==> config.mk <==
export PLATFORM = sky130hd
export DESIGN_NAME = drive_command_decoder_with_watchdog_flat
export DESIGN_NICKNAME = d
export VERILOG_FILES = /design/src/sv/dcdw_pkg.sv /design/src/sv/dcdw_req_if.sv /design/src/sv/dcdw_rsp_if.sv /design/src/sv/dcdw_decode.sv /design/src/sv/dcdw_state.sv /design/src/sv/dcdw_duty.sv /design/src/sv/drive_command_decoder_with_watchdog.sv /design/src/flat_wrapper.sv
export VERILOG_INCLUDE_DIRS = /design/src /design/src/sv
export SDC_FILE = /design/constraint.sdc
export NUM_CORES = 1
export LEC_CHECK = 0
export BUFFER_PORTS_ARGS = -buffer_cell sky130_fd_sc_hd__buf_2
export CORE_ASPECT_RATIO = 0.8
export CORE_MARGIN = 3
export CORE_UTILIZATION = 40
export DETAILED_ROUTE_END_ITERATION = 10
export SETUP_SLACK_MARGIN = 0.4
export SYNTH_ARGS = -nofsm -noshare
export SYNTH_HDL_FRONTEND = slang
export SYNTH_HIERARCHICAL = 1
export SYNTH_SLANG_ARGS = --single-unit
==> constraint.sdc <==
create_clock -name clock -period 4.5 [get_ports clock]
set_input_delay 0.225 -clock clock [delete_from_list [all_inputs] [get_ports clock]]
set_output_delay 0.225 -clock clock [all_outputs]
set_load 0.01 [all_outputs]
==> src/sv/drive_command_decoder_with_watchdog_defines.svh <==
// assertion macros shared by the drive command decoder modules
// no dependencies; taken in by `include where assertions are written
`ifndef DRIVE_COMMAND_DECODER_WITH_WATCHDOG_DEFINES_SVH
`define DRIVE_COMMAND_DECODER_WITH_WATCHDOG_DEFINES_SVH

// same-cycle implication, disabled during reset
`define DCDW_ASSERT_IMPL(lbl, clk, rst, ante, cons, msg) \
   lbl: assert property (@(posedge clk) disable iff (rst) (ante) |-> (cons)) \
      else $error(msg);

// next-cycle implication, disabled during reset
`define DCDW_ASSERT_NEXT(lbl, clk, rst, ante, cons, msg) \
   lbl: assert property (@(posedge clk) disable iff (rst) (ante) |=> (cons)) \
      else $error(msg);

`endif

==> src/sv/dcdw_pkg.sv <==
// types, constants and character codes of the drive command decoder
// no dependencies
package dcdw_pkg;

   localparam int TIMEOUT_W = 16;
   localparam int ELAPSED_W = 17;
   localparam int SPEED_W   = 8;

   localparam logic [TIMEOUT_W-1:0] TIMEOUT_RESET = 16'd1500;
   localparam logic [SPEED_W-1:0]   SPEED_RESET   = 8'd200;
   localparam logic [SPEED_W-1:0]   SPEED_STEP    = 8'd25;
   localparam logic [SPEED_W-1:0]   SPEED_MAX     = 8'd255;
   localparam logic [ELAPSED_W-1:0] ELAPSED_MAX   = 17'h1FFFF;

   // command characters
   localparam logic [7:0] CH_F = 8'h46;
   localparam logic [7:0] CH_B = 8'h42;
   localparam logic [7:0] CH_L = 8'h4C;
   localparam logic [7:0] CH_R = 8'h52;
   localparam logic [7:0] CH_G = 8'h47;
   localparam logic [7:0] CH_I = 8'h49;
   localparam logic [7:0] CH_H = 8'h48;
   localparam logic [7:0] CH_J = 8'h4A;
   localparam logic [7:0] CH_S = 8'h53;
   localparam logic [7:0] CH_X = 8'h58;
   localparam logic [7:0] CH_0 = 8'h30;
   localparam logic [7:0] CH_9 = 8'h39;
   localparam logic [7:0] CH_Q_LOWER = 8'h71;
   localparam logic [7:0] CH_A_LOWER = 8'h61;
   localparam logic [7:0] CH_Z_LOWER = 8'h7A;
   localparam logic [7:0] CASE_MASK  = 8'hDF;

   typedef enum logic [3:0] {
      MOT_STOP       = 4'd0,
      MOT_FWD        = 4'd1,
      MOT_BACK       = 4'd2,
      MOT_LEFT       = 4'd3,
      MOT_RIGHT      = 4'd4,
      MOT_FWD_LEFT   = 4'd5,
      MOT_FWD_RIGHT  = 4'd6,
      MOT_BACK_LEFT  = 4'd7,
      MOT_BACK_RIGHT = 4'd8
   } motion_type;

   typedef enum logic [1:0] {
      CMD_NONE   = 2'd0,
      CMD_MOTION = 2'd1,
      CMD_SPEED  = 2'd2
   } cmd_kind_type;

   typedef struct packed {
      cmd_kind_type        kind;
      motion_type          motion;
      logic [SPEED_W-1:0]  speed;
   } cmd_type;

   typedef struct packed {
      motion_type          motion;
      logic [SPEED_W-1:0]  speed;
      logic                fired;
   } upd_type;

   typedef struct packed {
      logic [SPEED_W-1:0] left_fwd;
      logic [SPEED_W-1:0] left_rev;
      logic [SPEED_W-1:0] right_fwd;
      logic [SPEED_W-1:0] right_rev;
   } duty_type;

endpackage

==> src/sv/dcdw_req_if.sv <==
// request channel: one command byte or tick per beat
// depends on nothing
interface dcdw_req_if;
   logic       valid;
   logic       ready;
   logic       func;
   logic [7:0] command_byte;

   modport source (output valid, output func, output command_byte, input ready);
   modport sink   (input valid, input func, input command_byte, output ready);
endinterface

==> src/sv/dcdw_rsp_if.sv <==
// response channel: bridge duties, motion and safety stop flag per beat
// depends on nothing
interface dcdw_rsp_if;
   logic       valid;
   logic       ready;
   logic [7:0] left_fwd_duty;
   logic [7:0] left_rev_duty;
   logic [7:0] right_fwd_duty;
   logic [7:0] right_rev_duty;
   logic [3:0] motion;
   logic       timeout_stop;

   modport source (output valid, output left_fwd_duty, output left_rev_duty,
                   output right_fwd_duty, output right_rev_duty, output motion,
                   output timeout_stop, input ready);
   modport sink   (input valid, input left_fwd_duty, input left_rev_duty,
                   input right_fwd_duty, input right_rev_duty, input motion,
                   input timeout_stop, output ready);
endinterface

==> src/sv/dcdw_decode.sv <==
// command byte decoder: motion letters, speed digits and 'q'
// depends on dcdw_pkg
module dcdw_decode (
   input  logic [7:0]       command_byte,
   output dcdw_pkg::cmd_type cmd
);

   logic [7:0] upper;
   logic       is_digit;

   always_comb begin
      if (command_byte >= dcdw_pkg::CH_A_LOWER && command_byte <= dcdw_pkg::CH_Z_LOWER) begin
         upper = command_byte & dcdw_pkg::CASE_MASK;
      end else begin
         upper = command_byte;
      end
      is_digit = (command_byte >= dcdw_pkg::CH_0) && (command_byte <= dcdw_pkg::CH_9);

      cmd.kind   = dcdw_pkg::CMD_MOTION;
      cmd.motion = dcdw_pkg::MOT_STOP;
      cmd.speed  = dcdw_pkg::SPEED_MAX;

      unique case (upper) inside
         dcdw_pkg::CH_S, dcdw_pkg::CH_X: cmd.motion = dcdw_pkg::MOT_STOP;
         dcdw_pkg::CH_F: cmd.motion = dcdw_pkg::MOT_FWD;
         dcdw_pkg::CH_B: cmd.motion = dcdw_pkg::MOT_BACK;
         dcdw_pkg::CH_L: cmd.motion = dcdw_pkg::MOT_LEFT;
         dcdw_pkg::CH_R: cmd.motion = dcdw_pkg::MOT_RIGHT;
         dcdw_pkg::CH_G: cmd.motion = dcdw_pkg::MOT_FWD_LEFT;
         dcdw_pkg::CH_I: cmd.motion = dcdw_pkg::MOT_FWD_RIGHT;
         dcdw_pkg::CH_H: cmd.motion = dcdw_pkg::MOT_BACK_LEFT;
         dcdw_pkg::CH_J: cmd.motion = dcdw_pkg::MOT_BACK_RIGHT;
         default: begin
            if (is_digit) begin
               // digit times 25 fits in eight bits
               cmd.kind  = dcdw_pkg::CMD_SPEED;
               cmd.speed = 8'({4'd0, command_byte[3:0]} * dcdw_pkg::SPEED_STEP);
            end else if (command_byte == dcdw_pkg::CH_Q_LOWER) begin
               cmd.kind  = dcdw_pkg::CMD_SPEED;
            end else begin
               cmd.kind  = dcdw_pkg::CMD_NONE;
            end
         end
      endcase
   end

endmodule

==> src/sv/dcdw_state.sv <==
// motion, speed and elapsed-time registers with the watchdog compare
// depends on dcdw_pkg and the assertion macro header
`include "drive_command_decoder_with_watchdog_defines.svh"

module dcdw_state (
   input  logic                               clock,
   input  logic                               reset,
   input  logic                               step,
   input  logic                               func,
   input  dcdw_pkg::cmd_type                  cmd,
   input  logic [dcdw_pkg::TIMEOUT_W-1:0]     timeout_ms,
   output dcdw_pkg::upd_type                  upd
);

   dcdw_pkg::motion_type               motion_ff, motion_in;
   logic [dcdw_pkg::SPEED_W-1:0]       speed_ff, speed_in;
   logic [dcdw_pkg::ELAPSED_W-1:0]     elapsed_ff, elapsed_in;
   logic [dcdw_pkg::ELAPSED_W-1:0]     elapsed_inc;
   logic                               fire;

   always_comb begin
      motion_in  = motion_ff;
      speed_in   = speed_ff;
      elapsed_in = elapsed_ff;
      fire       = 1'b0;

      // saturating millisecond count
      if (elapsed_ff != dcdw_pkg::ELAPSED_MAX) begin
         elapsed_inc = elapsed_ff + 1'b1;
      end else begin
         elapsed_inc = elapsed_ff;
      end

      if (func) begin
         elapsed_in = elapsed_inc;
         if (timeout_ms != '0 && motion_ff != dcdw_pkg::MOT_STOP &&
             elapsed_inc > {1'b0, timeout_ms}) begin
            motion_in  = dcdw_pkg::MOT_STOP;
            elapsed_in = '0;
            fire       = 1'b1;
         end
      end else begin
         unique case (cmd.kind)
            dcdw_pkg::CMD_MOTION: begin
               motion_in  = cmd.motion;
               elapsed_in = '0;
            end
            dcdw_pkg::CMD_SPEED: begin
               speed_in   = cmd.speed;
               elapsed_in = '0;
            end
            default: ;
         endcase
      end

      upd.motion = motion_in;
      upd.speed  = speed_in;
      upd.fired  = fire;
   end

   always_ff @(posedge clock) begin
      if (reset) begin
         motion_ff  <= dcdw_pkg::MOT_STOP;
         speed_ff   <= dcdw_pkg::SPEED_RESET;
         elapsed_ff <= '0;
      end else if (step) begin
         motion_ff  <= motion_in;
         speed_ff   <= speed_in;
         elapsed_ff <= elapsed_in;
      end
   end

   `DCDW_ASSERT_NEXT(a_fire_stops, clock, reset, step && fire,
      motion_ff == dcdw_pkg::MOT_STOP && elapsed_ff == '0, "safety stop left state moving")
   `DCDW_ASSERT_IMPL(a_fire_on_tick, clock, reset, step && fire,
      func && timeout_ms != '0, "safety stop without tick or with watchdog off")
   `DCDW_ASSERT_NEXT(a_hold_idle, clock, reset, !step,
      $stable(motion_ff) && $stable(elapsed_ff), "state moved without a beat")

endmodule

==> src/sv/dcdw_duty.sv <==
// maps motion and speed to the four bridge duties
// depends on dcdw_pkg
module dcdw_duty (
   input  dcdw_pkg::motion_type           motion,
   input  logic [dcdw_pkg::SPEED_W-1:0]   speed,
   output dcdw_pkg::duty_type             duty
);

   logic [dcdw_pkg::SPEED_W-1:0] half;

   always_comb begin
      half = speed >> 1;
      duty = '0;
      unique case (motion)
         dcdw_pkg::MOT_FWD: begin
            duty.left_fwd  = speed;
            duty.right_fwd = speed;
         end
         dcdw_pkg::MOT_BACK: begin
            duty.left_rev  = speed;
            duty.right_rev = speed;
         end
         dcdw_pkg::MOT_LEFT: begin
            duty.left_rev  = speed;
            duty.right_fwd = speed;
         end
         dcdw_pkg::MOT_RIGHT: begin
            duty.left_fwd  = speed;
            duty.right_rev = speed;
         end
         dcdw_pkg::MOT_FWD_LEFT: begin
            duty.left_fwd  = half;
            duty.right_fwd = speed;
         end
         dcdw_pkg::MOT_FWD_RIGHT: begin
            duty.left_fwd  = speed;
            duty.right_fwd = half;
         end
         dcdw_pkg::MOT_BACK_LEFT: begin
            duty.left_rev  = half;
            duty.right_rev = speed;
         end
         dcdw_pkg::MOT_BACK_RIGHT: begin
            duty.left_rev  = speed;
            duty.right_rev = half;
         end
         default: duty = '0;
      endcase
   end

endmodule

==> src/sv/drive_command_decoder_with_watchdog.sv <==
// channel   dir  handshake      payload
// req_bus   in   valid/ready    func, command_byte
// rsp_bus   out  valid/ready    four duties, motion, timeout_stop
// csr_*     in   csr_wr_en      csr_wr_data = timeout_ms
//
// one beat per cycle sustained while rsp_bus is ready; a beat taken sits in the
// input register, is processed into the response register once that is free or
// read, then leaves from it; the state update and duty map sit between the two.
// synchronous reset: motion stop, speed 200, elapsed 0, timeout 1500.
// a stalled response holds; the input register still takes one more beat.
// depends on dcdw_pkg, dcdw_req_if, dcdw_rsp_if, dcdw_decode, dcdw_state,
// dcdw_duty and the assertion macro header
`include "drive_command_decoder_with_watchdog_defines.svh"

module drive_command_decoder_with_watchdog (
   input  logic                           clock,
   input  logic                           reset,
   dcdw_req_if.sink                       req_bus,
   dcdw_rsp_if.source                     rsp_bus,
   input  logic                           csr_wr_en,
   input  logic [dcdw_pkg::TIMEOUT_W-1:0] csr_wr_data
);

   logic                               in_valid_ff, in_valid_in;
   logic                               in_func_ff;
   logic [7:0]                         in_byte_ff;
   logic                               out_valid_ff, out_valid_in;
   dcdw_pkg::duty_type                 duty_ff;
   dcdw_pkg::motion_type               motion_ff;
   logic                               stop_ff;
   logic [dcdw_pkg::TIMEOUT_W-1:0]     timeout_ff;

   logic                               take;
   logic                               advance;
   dcdw_pkg::cmd_type                  cmd;
   dcdw_pkg::upd_type                  upd;
   dcdw_pkg::duty_type                 duty;

   assign advance       = in_valid_ff && (!out_valid_ff || rsp_bus.ready);
   assign req_bus.ready = !in_valid_ff || advance;
   assign take          = req_bus.valid && req_bus.ready;

   always_comb begin
      if (take) begin
         in_valid_in = 1'b1;
      end else if (advance) begin
         in_valid_in = 1'b0;
      end else begin
         in_valid_in = in_valid_ff;
      end
      if (advance) begin
         out_valid_in = 1'b1;
      end else if (rsp_bus.ready) begin
         out_valid_in = 1'b0;
      end else begin
         out_valid_in = out_valid_ff;
      end
   end

   dcdw_decode u_decode (
      .command_byte (in_byte_ff),
      .cmd          (cmd)
   );

   dcdw_state u_state (
      .clock      (clock),
      .reset      (reset),
      .step       (advance),
      .func       (in_func_ff),
      .cmd        (cmd),
      .timeout_ms (timeout_ff),
      .upd        (upd)
   );

   dcdw_duty u_duty (
      .motion (upd.motion),
      .speed  (upd.speed),
      .duty   (duty)
   );

   always_ff @(posedge clock) begin
      if (reset) begin
         in_valid_ff  <= 1'b0;
         out_valid_ff <= 1'b0;
         timeout_ff   <= dcdw_pkg::TIMEOUT_RESET;
      end else begin
         in_valid_ff  <= in_valid_in;
         out_valid_ff <= out_valid_in;
         if (csr_wr_en) begin
            timeout_ff <= csr_wr_data;
         end
      end
   end

   // payload registers, no reset
   always_ff @(posedge clock) begin
      if (take) begin
         in_func_ff <= req_bus.func;
         in_byte_ff <= req_bus.command_byte;
      end
      if (advance) begin
         duty_ff   <= duty;
         motion_ff <= upd.motion;
         stop_ff   <= upd.fired;
      end
   end

   assign rsp_bus.valid          = out_valid_ff;
   assign rsp_bus.left_fwd_duty  = duty_ff.left_fwd;
   assign rsp_bus.left_rev_duty  = duty_ff.left_rev;
   assign rsp_bus.right_fwd_duty = duty_ff.right_fwd;
   assign rsp_bus.right_rev_duty = duty_ff.right_rev;
   assign rsp_bus.motion         = motion_ff;
   assign rsp_bus.timeout_stop   = stop_ff;

   `DCDW_ASSERT_NEXT(a_adv_fills_rsp, clock, reset, advance, out_valid_ff,
      "processed beat did not reach the response register")
   `DCDW_ASSERT_IMPL(a_left_exclusive, clock, reset, out_valid_ff,
      duty_ff.left_fwd == '0 || duty_ff.left_rev == '0, "left bridge driven both ways")
   `DCDW_ASSERT_IMPL(a_stop_zero_duty, clock, reset, out_valid_ff && stop_ff,
      duty_ff == '0 && motion_ff == dcdw_pkg::MOT_STOP, "safety stop with nonzero duty")

endmodule

==> src/flat_wrapper.sv <==
// flat-port wrapper written by rule: the top's interface ports become plain ports
module drive_command_decoder_with_watchdog_flat 
  (clock, reset, csr_wr_en, csr_wr_data, req_bus_valid, req_bus_func, req_bus_command_byte, req_bus_ready, rsp_bus_valid, rsp_bus_left_fwd_duty, rsp_bus_left_rev_duty, rsp_bus_right_fwd_duty, rsp_bus_right_rev_duty, rsp_bus_motion, rsp_bus_timeout_stop, rsp_bus_ready);
  dcdw_req_if req_bus_i ();
  dcdw_rsp_if rsp_bus_i ();
  input  logic clock;
  input  logic reset;
  input  logic csr_wr_en;
  input  logic [dcdw_pkg::TIMEOUT_W-1:0] csr_wr_data;
  input wire logic [$bits(req_bus_i.valid)-1:0] req_bus_valid;
  input wire logic [$bits(req_bus_i.func)-1:0] req_bus_func;
  input wire logic [$bits(req_bus_i.command_byte)-1:0] req_bus_command_byte;
  output wire logic [$bits(req_bus_i.ready)-1:0] req_bus_ready;
  output wire logic [$bits(rsp_bus_i.valid)-1:0] rsp_bus_valid;
  output wire logic [$bits(rsp_bus_i.left_fwd_duty)-1:0] rsp_bus_left_fwd_duty;
  output wire logic [$bits(rsp_bus_i.left_rev_duty)-1:0] rsp_bus_left_rev_duty;
  output wire logic [$bits(rsp_bus_i.right_fwd_duty)-1:0] rsp_bus_right_fwd_duty;
  output wire logic [$bits(rsp_bus_i.right_rev_duty)-1:0] rsp_bus_right_rev_duty;
  output wire logic [$bits(rsp_bus_i.motion)-1:0] rsp_bus_motion;
  output wire logic [$bits(rsp_bus_i.timeout_stop)-1:0] rsp_bus_timeout_stop;
  input wire logic [$bits(rsp_bus_i.ready)-1:0] rsp_bus_ready;
  assign req_bus_i.valid = req_bus_valid;
  assign req_bus_i.func = req_bus_func;
  assign req_bus_i.command_byte = req_bus_command_byte;
  assign req_bus_ready = req_bus_i.ready;
  assign rsp_bus_valid = rsp_bus_i.valid;
  assign rsp_bus_left_fwd_duty = rsp_bus_i.left_fwd_duty;
  assign rsp_bus_left_rev_duty = rsp_bus_i.left_rev_duty;
  assign rsp_bus_right_fwd_duty = rsp_bus_i.right_fwd_duty;
  assign rsp_bus_right_rev_duty = rsp_bus_i.right_rev_duty;
  assign rsp_bus_motion = rsp_bus_i.motion;
  assign rsp_bus_timeout_stop = rsp_bus_i.timeout_stop;
  assign rsp_bus_i.ready = rsp_bus_ready;
  drive_command_decoder_with_watchdog u_core (.clock(clock), .reset(reset), .req_bus(req_bus_i), .rsp_bus(rsp_bus_i), .csr_wr_en(csr_wr_en), .csr_wr_data(csr_wr_data));
endmodule
### Word-level counts from Yosys, hierarchy flattened

Cells that the tools add are included.

| word-level totals | value |
|---|---|
| flip-flop bits (word level) | 93 |
| bits in latches | 0 |
| bits in writable memories | 0 |
| bits in read-only memories | 0 |
| memories | 0 |

| cells by class | value |
|---|---|
| add/sub/neg operators | 1 |
| multiply operators | 1 |
| divide/modulo/power cells | 0 |
| $lt $le $gt $ge | 5 |
| equality and inequality tests | 22 |
| shift-type cells | 0 |
| muxes and demuxes | 25 |
| bitwise operators | 0 |
| reduce and logical (&&, ||, !) cells | 22 |

Operator list:

| cell | count |
|---|---|
| equality test 8 x 7 -> 1 bit, second input constant | 11 |
| 2-to-1 mux 17 bit | 4 |
| one-hot mux 8 bit (2 select lines) | 4 |
| 2-to-1 mux 8 bit | 4 |
| one-hot mux 4 bit (8 select lines) | 1 |
| adder 17 x 1 -> 17 bit, second input constant | 1 |
| > comparator 17 x 16 -> 1 bit | 1 |
| != test 17 bit, second input constant | 1 |
| equality test 4 x 3 -> 1 bit, second input constant | 4 |
| nonzero test 16 bit | 1 |
| 2-to-1 mux 4 bit | 3 |
| OR reduction 3 bit | 4 |
| OR reduction 10 bit | 1 |
| equality test 4 x 2 -> 1 bit, second input constant | 2 |
| greater-or-equal comparator 8 x 6 -> 1 bit, second input constant | 1 |
| greater-or-equal comparator 8 x 7 -> 1 bit, second input constant | 1 |
| <= comparator 8 x 6 -> 1 bit, second input constant | 1 |
| <= comparator 8 x 7 -> 1 bit, second input constant | 1 |
| multiplier 4 x 5 -> 8 bit, second input constant | 1 |
| logical AND 1 bit | 6 |
| 2-to-1 mux 2 bit | 3 |
| 2-to-1 mux 6 bit | 1 |
| nonzero test 2 bit | 3 |
| 2-to-1 mux 1 bit | 5 |
| other kinds (9) | 11 |

### Depth between registers and ports, before layout

| logic depth | value |
|---|---|
| depth in word-level cells | 12 |
| mapped depth | 21 |
| depth with buffers taken out | 19 |

### Hierarchy

The synthesis kept the hierarchy.

Modules (own cells, without submodules):

| module | times used | cells each | area an instance (um^2) | sequential area each (um^2) |
|---|---|---|---|---|
| dcdw_state | 1 | 279 | 2164.6 | 580.6 |
| drive_command_decoder_with_watchdog | 1 | 108 | 2067.0 | 1741.7 |
| dcdw_duty | 1 | 106 | 623.1 | 0.0 |
| dcdw_decode | 1 | 70 | 555.5 | 0.0 |

### Worst setup path before layout

Ideal clock, no wire load.

| path | value |
|---|---|
| path type | register to register |
| start | reg u_core/u_state/elapsed_ff[0] in the netlist's numbering |
| end | reg u_core.duty_ff, in the netlist u_core/rsp_bus.right_rev_duty[3] (data pin) |
| library setup time | 0.133 ns |
| arrival time | 3.900 ns |
| data required time | 4.367 ns |
| path slack | 0.466 ns |
| stages on the path, launching flop included | 20 |
| period minus slack after synthesis | 4.034 ns |
| path through | dfxtp_1 ha_1 nand3_1 or2_2 o211ai_2 or2_2 nor2_1 xnor2_1 inv_1 ha_1 and3_2 and2_1 o21ai_0 and3_1 and2_1 o211ai_1 nand2_1 buf_2 nor3b_1 a22o_1 |

RTL lines:

| what | line | source |
|---|---|---|
| start, declared | dcdw_state.sv:17 | `logic [dcdw_pkg::ELAPSED_W-1:0] elapsed_ff, elapsed_in;` |
| start signal, assigned | dcdw_state.sv:69 | `elapsed_ff <= elapsed_in;` |
| end signal, assigned | drive_command_decoder_with_watchdog.sv:102 | `duty_ff <= duty;` |
| end, declared | drive_command_decoder_with_watchdog.sv:28 | `dcdw_pkg::duty_type duty_ff;` |

==> results.md <==
* Run status: finished, final reports clean
* Post-Syn Instances at 563
* Final setup fails at 0
* TritonCTS clock tree: yes
* Worst slew margin at 53.5%
* Cell mode on critical path: and2_4
* Critical path's top delay family: simple AND/OR/NAND/NOR gates
* # port buffers at 68
* Critical Path RT at 4.67 ns
* Final period utilization at 90.9%
* Hold Crit Class: primary input to flip-flop
* First-pass GRT wire length at 21.8 mm
* RSZ-0062 raised after global routing: yes
* Vias in the first global route at 4260
* Kind of critical path: flip-flop to flip-flop
* Fraction of layout cells with a size suffix above 1 at 31.0%
* Die Ht at 110 um
* WP buf/inv at 3
* Ports at 69
* Pleak at 2.76 nW
* Wirelength per Cell at 16.9 um
* Worst-path clk slew at 0.07 ns
* Pin count of the biggest net entering global routing at 57
* Final hold violations at 0
* Number of antenna violations at the first check in global routing at 0
* CP peak stage delay at 0.39 ns
* Post-synth ARST share at 0%
* Pre-antenna DRT Iters at 5
* Die width at 136 um
* CTS Buffer Depth at 2
* Core Area at 0.0131 mm^2
* GR Util All Layers at 18.6%
* Startpoint Class: flip-flop
* Final hold slack at 0.0572 ns
* CTS Buf Count at 9
* Starting DRT DRC Count at 429
* CP Capture Type: flip-flop
* GRT overflow at 0
* Tightest Pin Transition at 0.697 ns
* Worst hold stages at 1
* FP Rows at 37
* Post-Syn Area at 0.00541 mm^2
* Total power per unit cell area at 283 mW/mm^2
* Hpwl dp at 9.69 mm
* Hold_buf cts at 0
* Yosys cell types at 68
* Top_reg_cell synth: dfxtp_1
* N_diodes at 0
* Fmax at 0.245 GHz
* Clock Skews at 0.0132 ns
* Most frequent cells in the layout: 68 x buf_2, 46 x edfxtp_1, 46 x nand2_1, 43 x inv_1, 38 x dfxtp_1
* Routability congestion estimate at 0.912
* Levels on crit path at 19
* Post-Route WL at 14.2 mm
* Critical Path AT at 4.26 ns
* Min Tclk post-route at 4.09 ns
* H-tree levels at 3
* Root buffer cell: clkbuf_16
* MaxCap Viol Count at 0
* Syn-to-layout area delta at 24.4%
* Routed vias/inst at 5.47
* Total number of vias at 4577
* Post-layout util at 51.6%
* Maximum VDD drop at 0.136 mV
* Antenna Violating Nets Remaining at 0
* Nets at 722
* Commonest non-fill, non-tap cell in the layout: buf_2
* Total Neg Setup Slack at 0 ns
* Register bit total from synthesis at 93
* Worst R2R Path Depth at 19
* Syn_area_per_cell at 9.61 um^2
* Clk sinks at 93
* Number of synthesized flops with an enable pin at 46
* Pins Over Slew Limit at 0
* Worst-path cell with the longest stage delay: dfxtp_4
* Cell breakdown of the critical path: and3_4, nand4_1, buf_4, and2_4, and3_1, xnor2_2, inv_1, ha_1, and4_4, and2_4, nand3b_1, and3_4, and2_4, o211ai_1, nand2_2, buf_4, nor2_1, nand2_2, o22ai_1
* Post-Syn Nets at 629
* Clock latency on the worst-skew pair at 0.35 ns
* YS warnings at 6
* CP Max Fanout at 11
* Seq/Total Area, Yosys at 42.9%
* Drt drc at 0
* Full die area at 0.0150 mm^2
* Starting density of the core at 41.4%
## metrics by stage
stage	instance area [um^2]	cells	setup slack, ns	power [mW]
after floorplan	5410	563	0.466	1.08
final	6730	836	0.410	1.90
after global placement	5930	796	0.160	1.13
after global routing	6730	836	0.251	1.99
after CTS	6390	822	0.404	1.92
after detailed placement	5930	796	0.0512	1.14
## path summary, 6_finish.rpt
check	end	startpoint	slack, ns
setup reg to reg	u_core/rsp_bus.left_rev_duty[1]$_DFFE_PP_	u_core/u_state/elapsed_ff[8]$_SDFFE_PP0P_	0.41
setup / recovery	u_core/rsp_bus.left_rev_duty[1]$_DFFE_PP_	u_core/u_state/elapsed_ff[8]$_SDFFE_PP0P_	0.41
hold / removal	u_core/in_byte_ff[6]$_DFFE_PP_	req_bus_command_byte[6]	0.06
hold reg to reg	u_core/rsp_bus.valid$_SDFFE_PP0P_	u_core/in_valid_ff$_SDFFE_PP0P_	0.47
## layout make-up
type                       count  area (um^2)
clock buffer                   9          225
inverter                      45          169
multi-input combinational    402         3050
timing repair buffer         105          652
sequential                    93         2340
clock inverter                 7         73.8
tap                          175          219
fill                        1195         6320
## state kept, by name, summed over array words and instances (netlist names)
name	cells
u_core/u_state/elapsed_ff	17
u_core/timeout_ff	16
u_core/in_byte_ff	8
u_core/rsp_bus.left_fwd_duty	8
u_core/rsp_bus.left_rev_duty	8
u_core/rsp_bus.right_fwd_duty	8
u_core/rsp_bus.right_rev_duty	8
u_core/u_state/speed_ff	8
u_core/rsp_bus.motion	4
u_core/u_state/motion_ff	4
u_core/in_func_ff	1
u_core/in_valid_ff	1
u_core/rsp_bus.timeout_stop	1
u_core/rsp_bus.valid	1
## cell usage after synthesis, drive strengths merged (13+ instances only)
| cell | count | area share [%] |
|---|---|---|
| a211o | 16 | 2.6 |
| nor2 | 31 | 2.2 |
| nand2b | 15 | 1.7 |
| buf | 13 | 1.8 |
| o21ai | 34 | 3.2 |
| nand2 | 51 | 3.5 |
| a21oi | 26 | 2.4 |
| mux2i | 16 | 3.0 |
| ha | 35 | 8.1 |
| nand3 | 28 | 2.6 |
| dfxtp | 47 | 17 |
| nor2b | 20 | 2.5 |
| xnor2 | 14 | 2.3 |
| inv | 44 | 3.1 |
| edfxtp | 46 | 26 |
## routing by layer
layer	part of all wire (%)	vias up	GRT usage, %	routed length, um
met2	42	151	26.2	6010
met1	50	2206	27.5	7060
met5	0	-	0	0
met3	6.1	20	5.67	864
met4	1.5	0	5.32	219
li1	-	2200	-	-
## worst register-to-register path: stages (launching register included)
cell and delay, ns:
dfxtp_4 0.39, and3_4 0.22, nand4_1 0.09, buf_4 0.18
and2_4 0.18, and3_1 0.21, xnor2_2 0.20, inv_1 0.07
ha_1 0.32, and4_4 0.26, and2_4 0.15, nand3b_1 0.08
and3_4 0.21, and2_4 0.15, o211ai_1 0.26, nand2_2 0.16
buf_4 0.22, nor2_1 0.13, nand2_2 0.16, o22ai_1 0.27
## power by group
part	switching (mW)	internal [mW]
Clock	0.334	0.434
Combinational	0.115	0.0811
Sequential	0.0217	0.918
## kinds of logic (layout without fill, tap and decap cells)
logic type               after synthesis  in the layout  synth area share [%]
AO/OA/AOI/OAI                        126            126                  15.7
multiplexers                          24             24                  4.63
adder cells (fa/ha/maj)               36             36                  8.46
AND/OR/NAND/NOR                      198            198                  19.7
XOR/XNOR                              18             18                  2.91
flip-flops                            93             93                  42.9
buffers and inverters                 68            166                  5.62
## timing repair
item | CTS | global route
resized for setup | 24 | 47
pin swaps | 14 | 26
gates cloned | 0 | 1
setup endpoints to repair | 32 | 32
setup buffers | 10 | 13
Power figures use the tool's default switching activity.
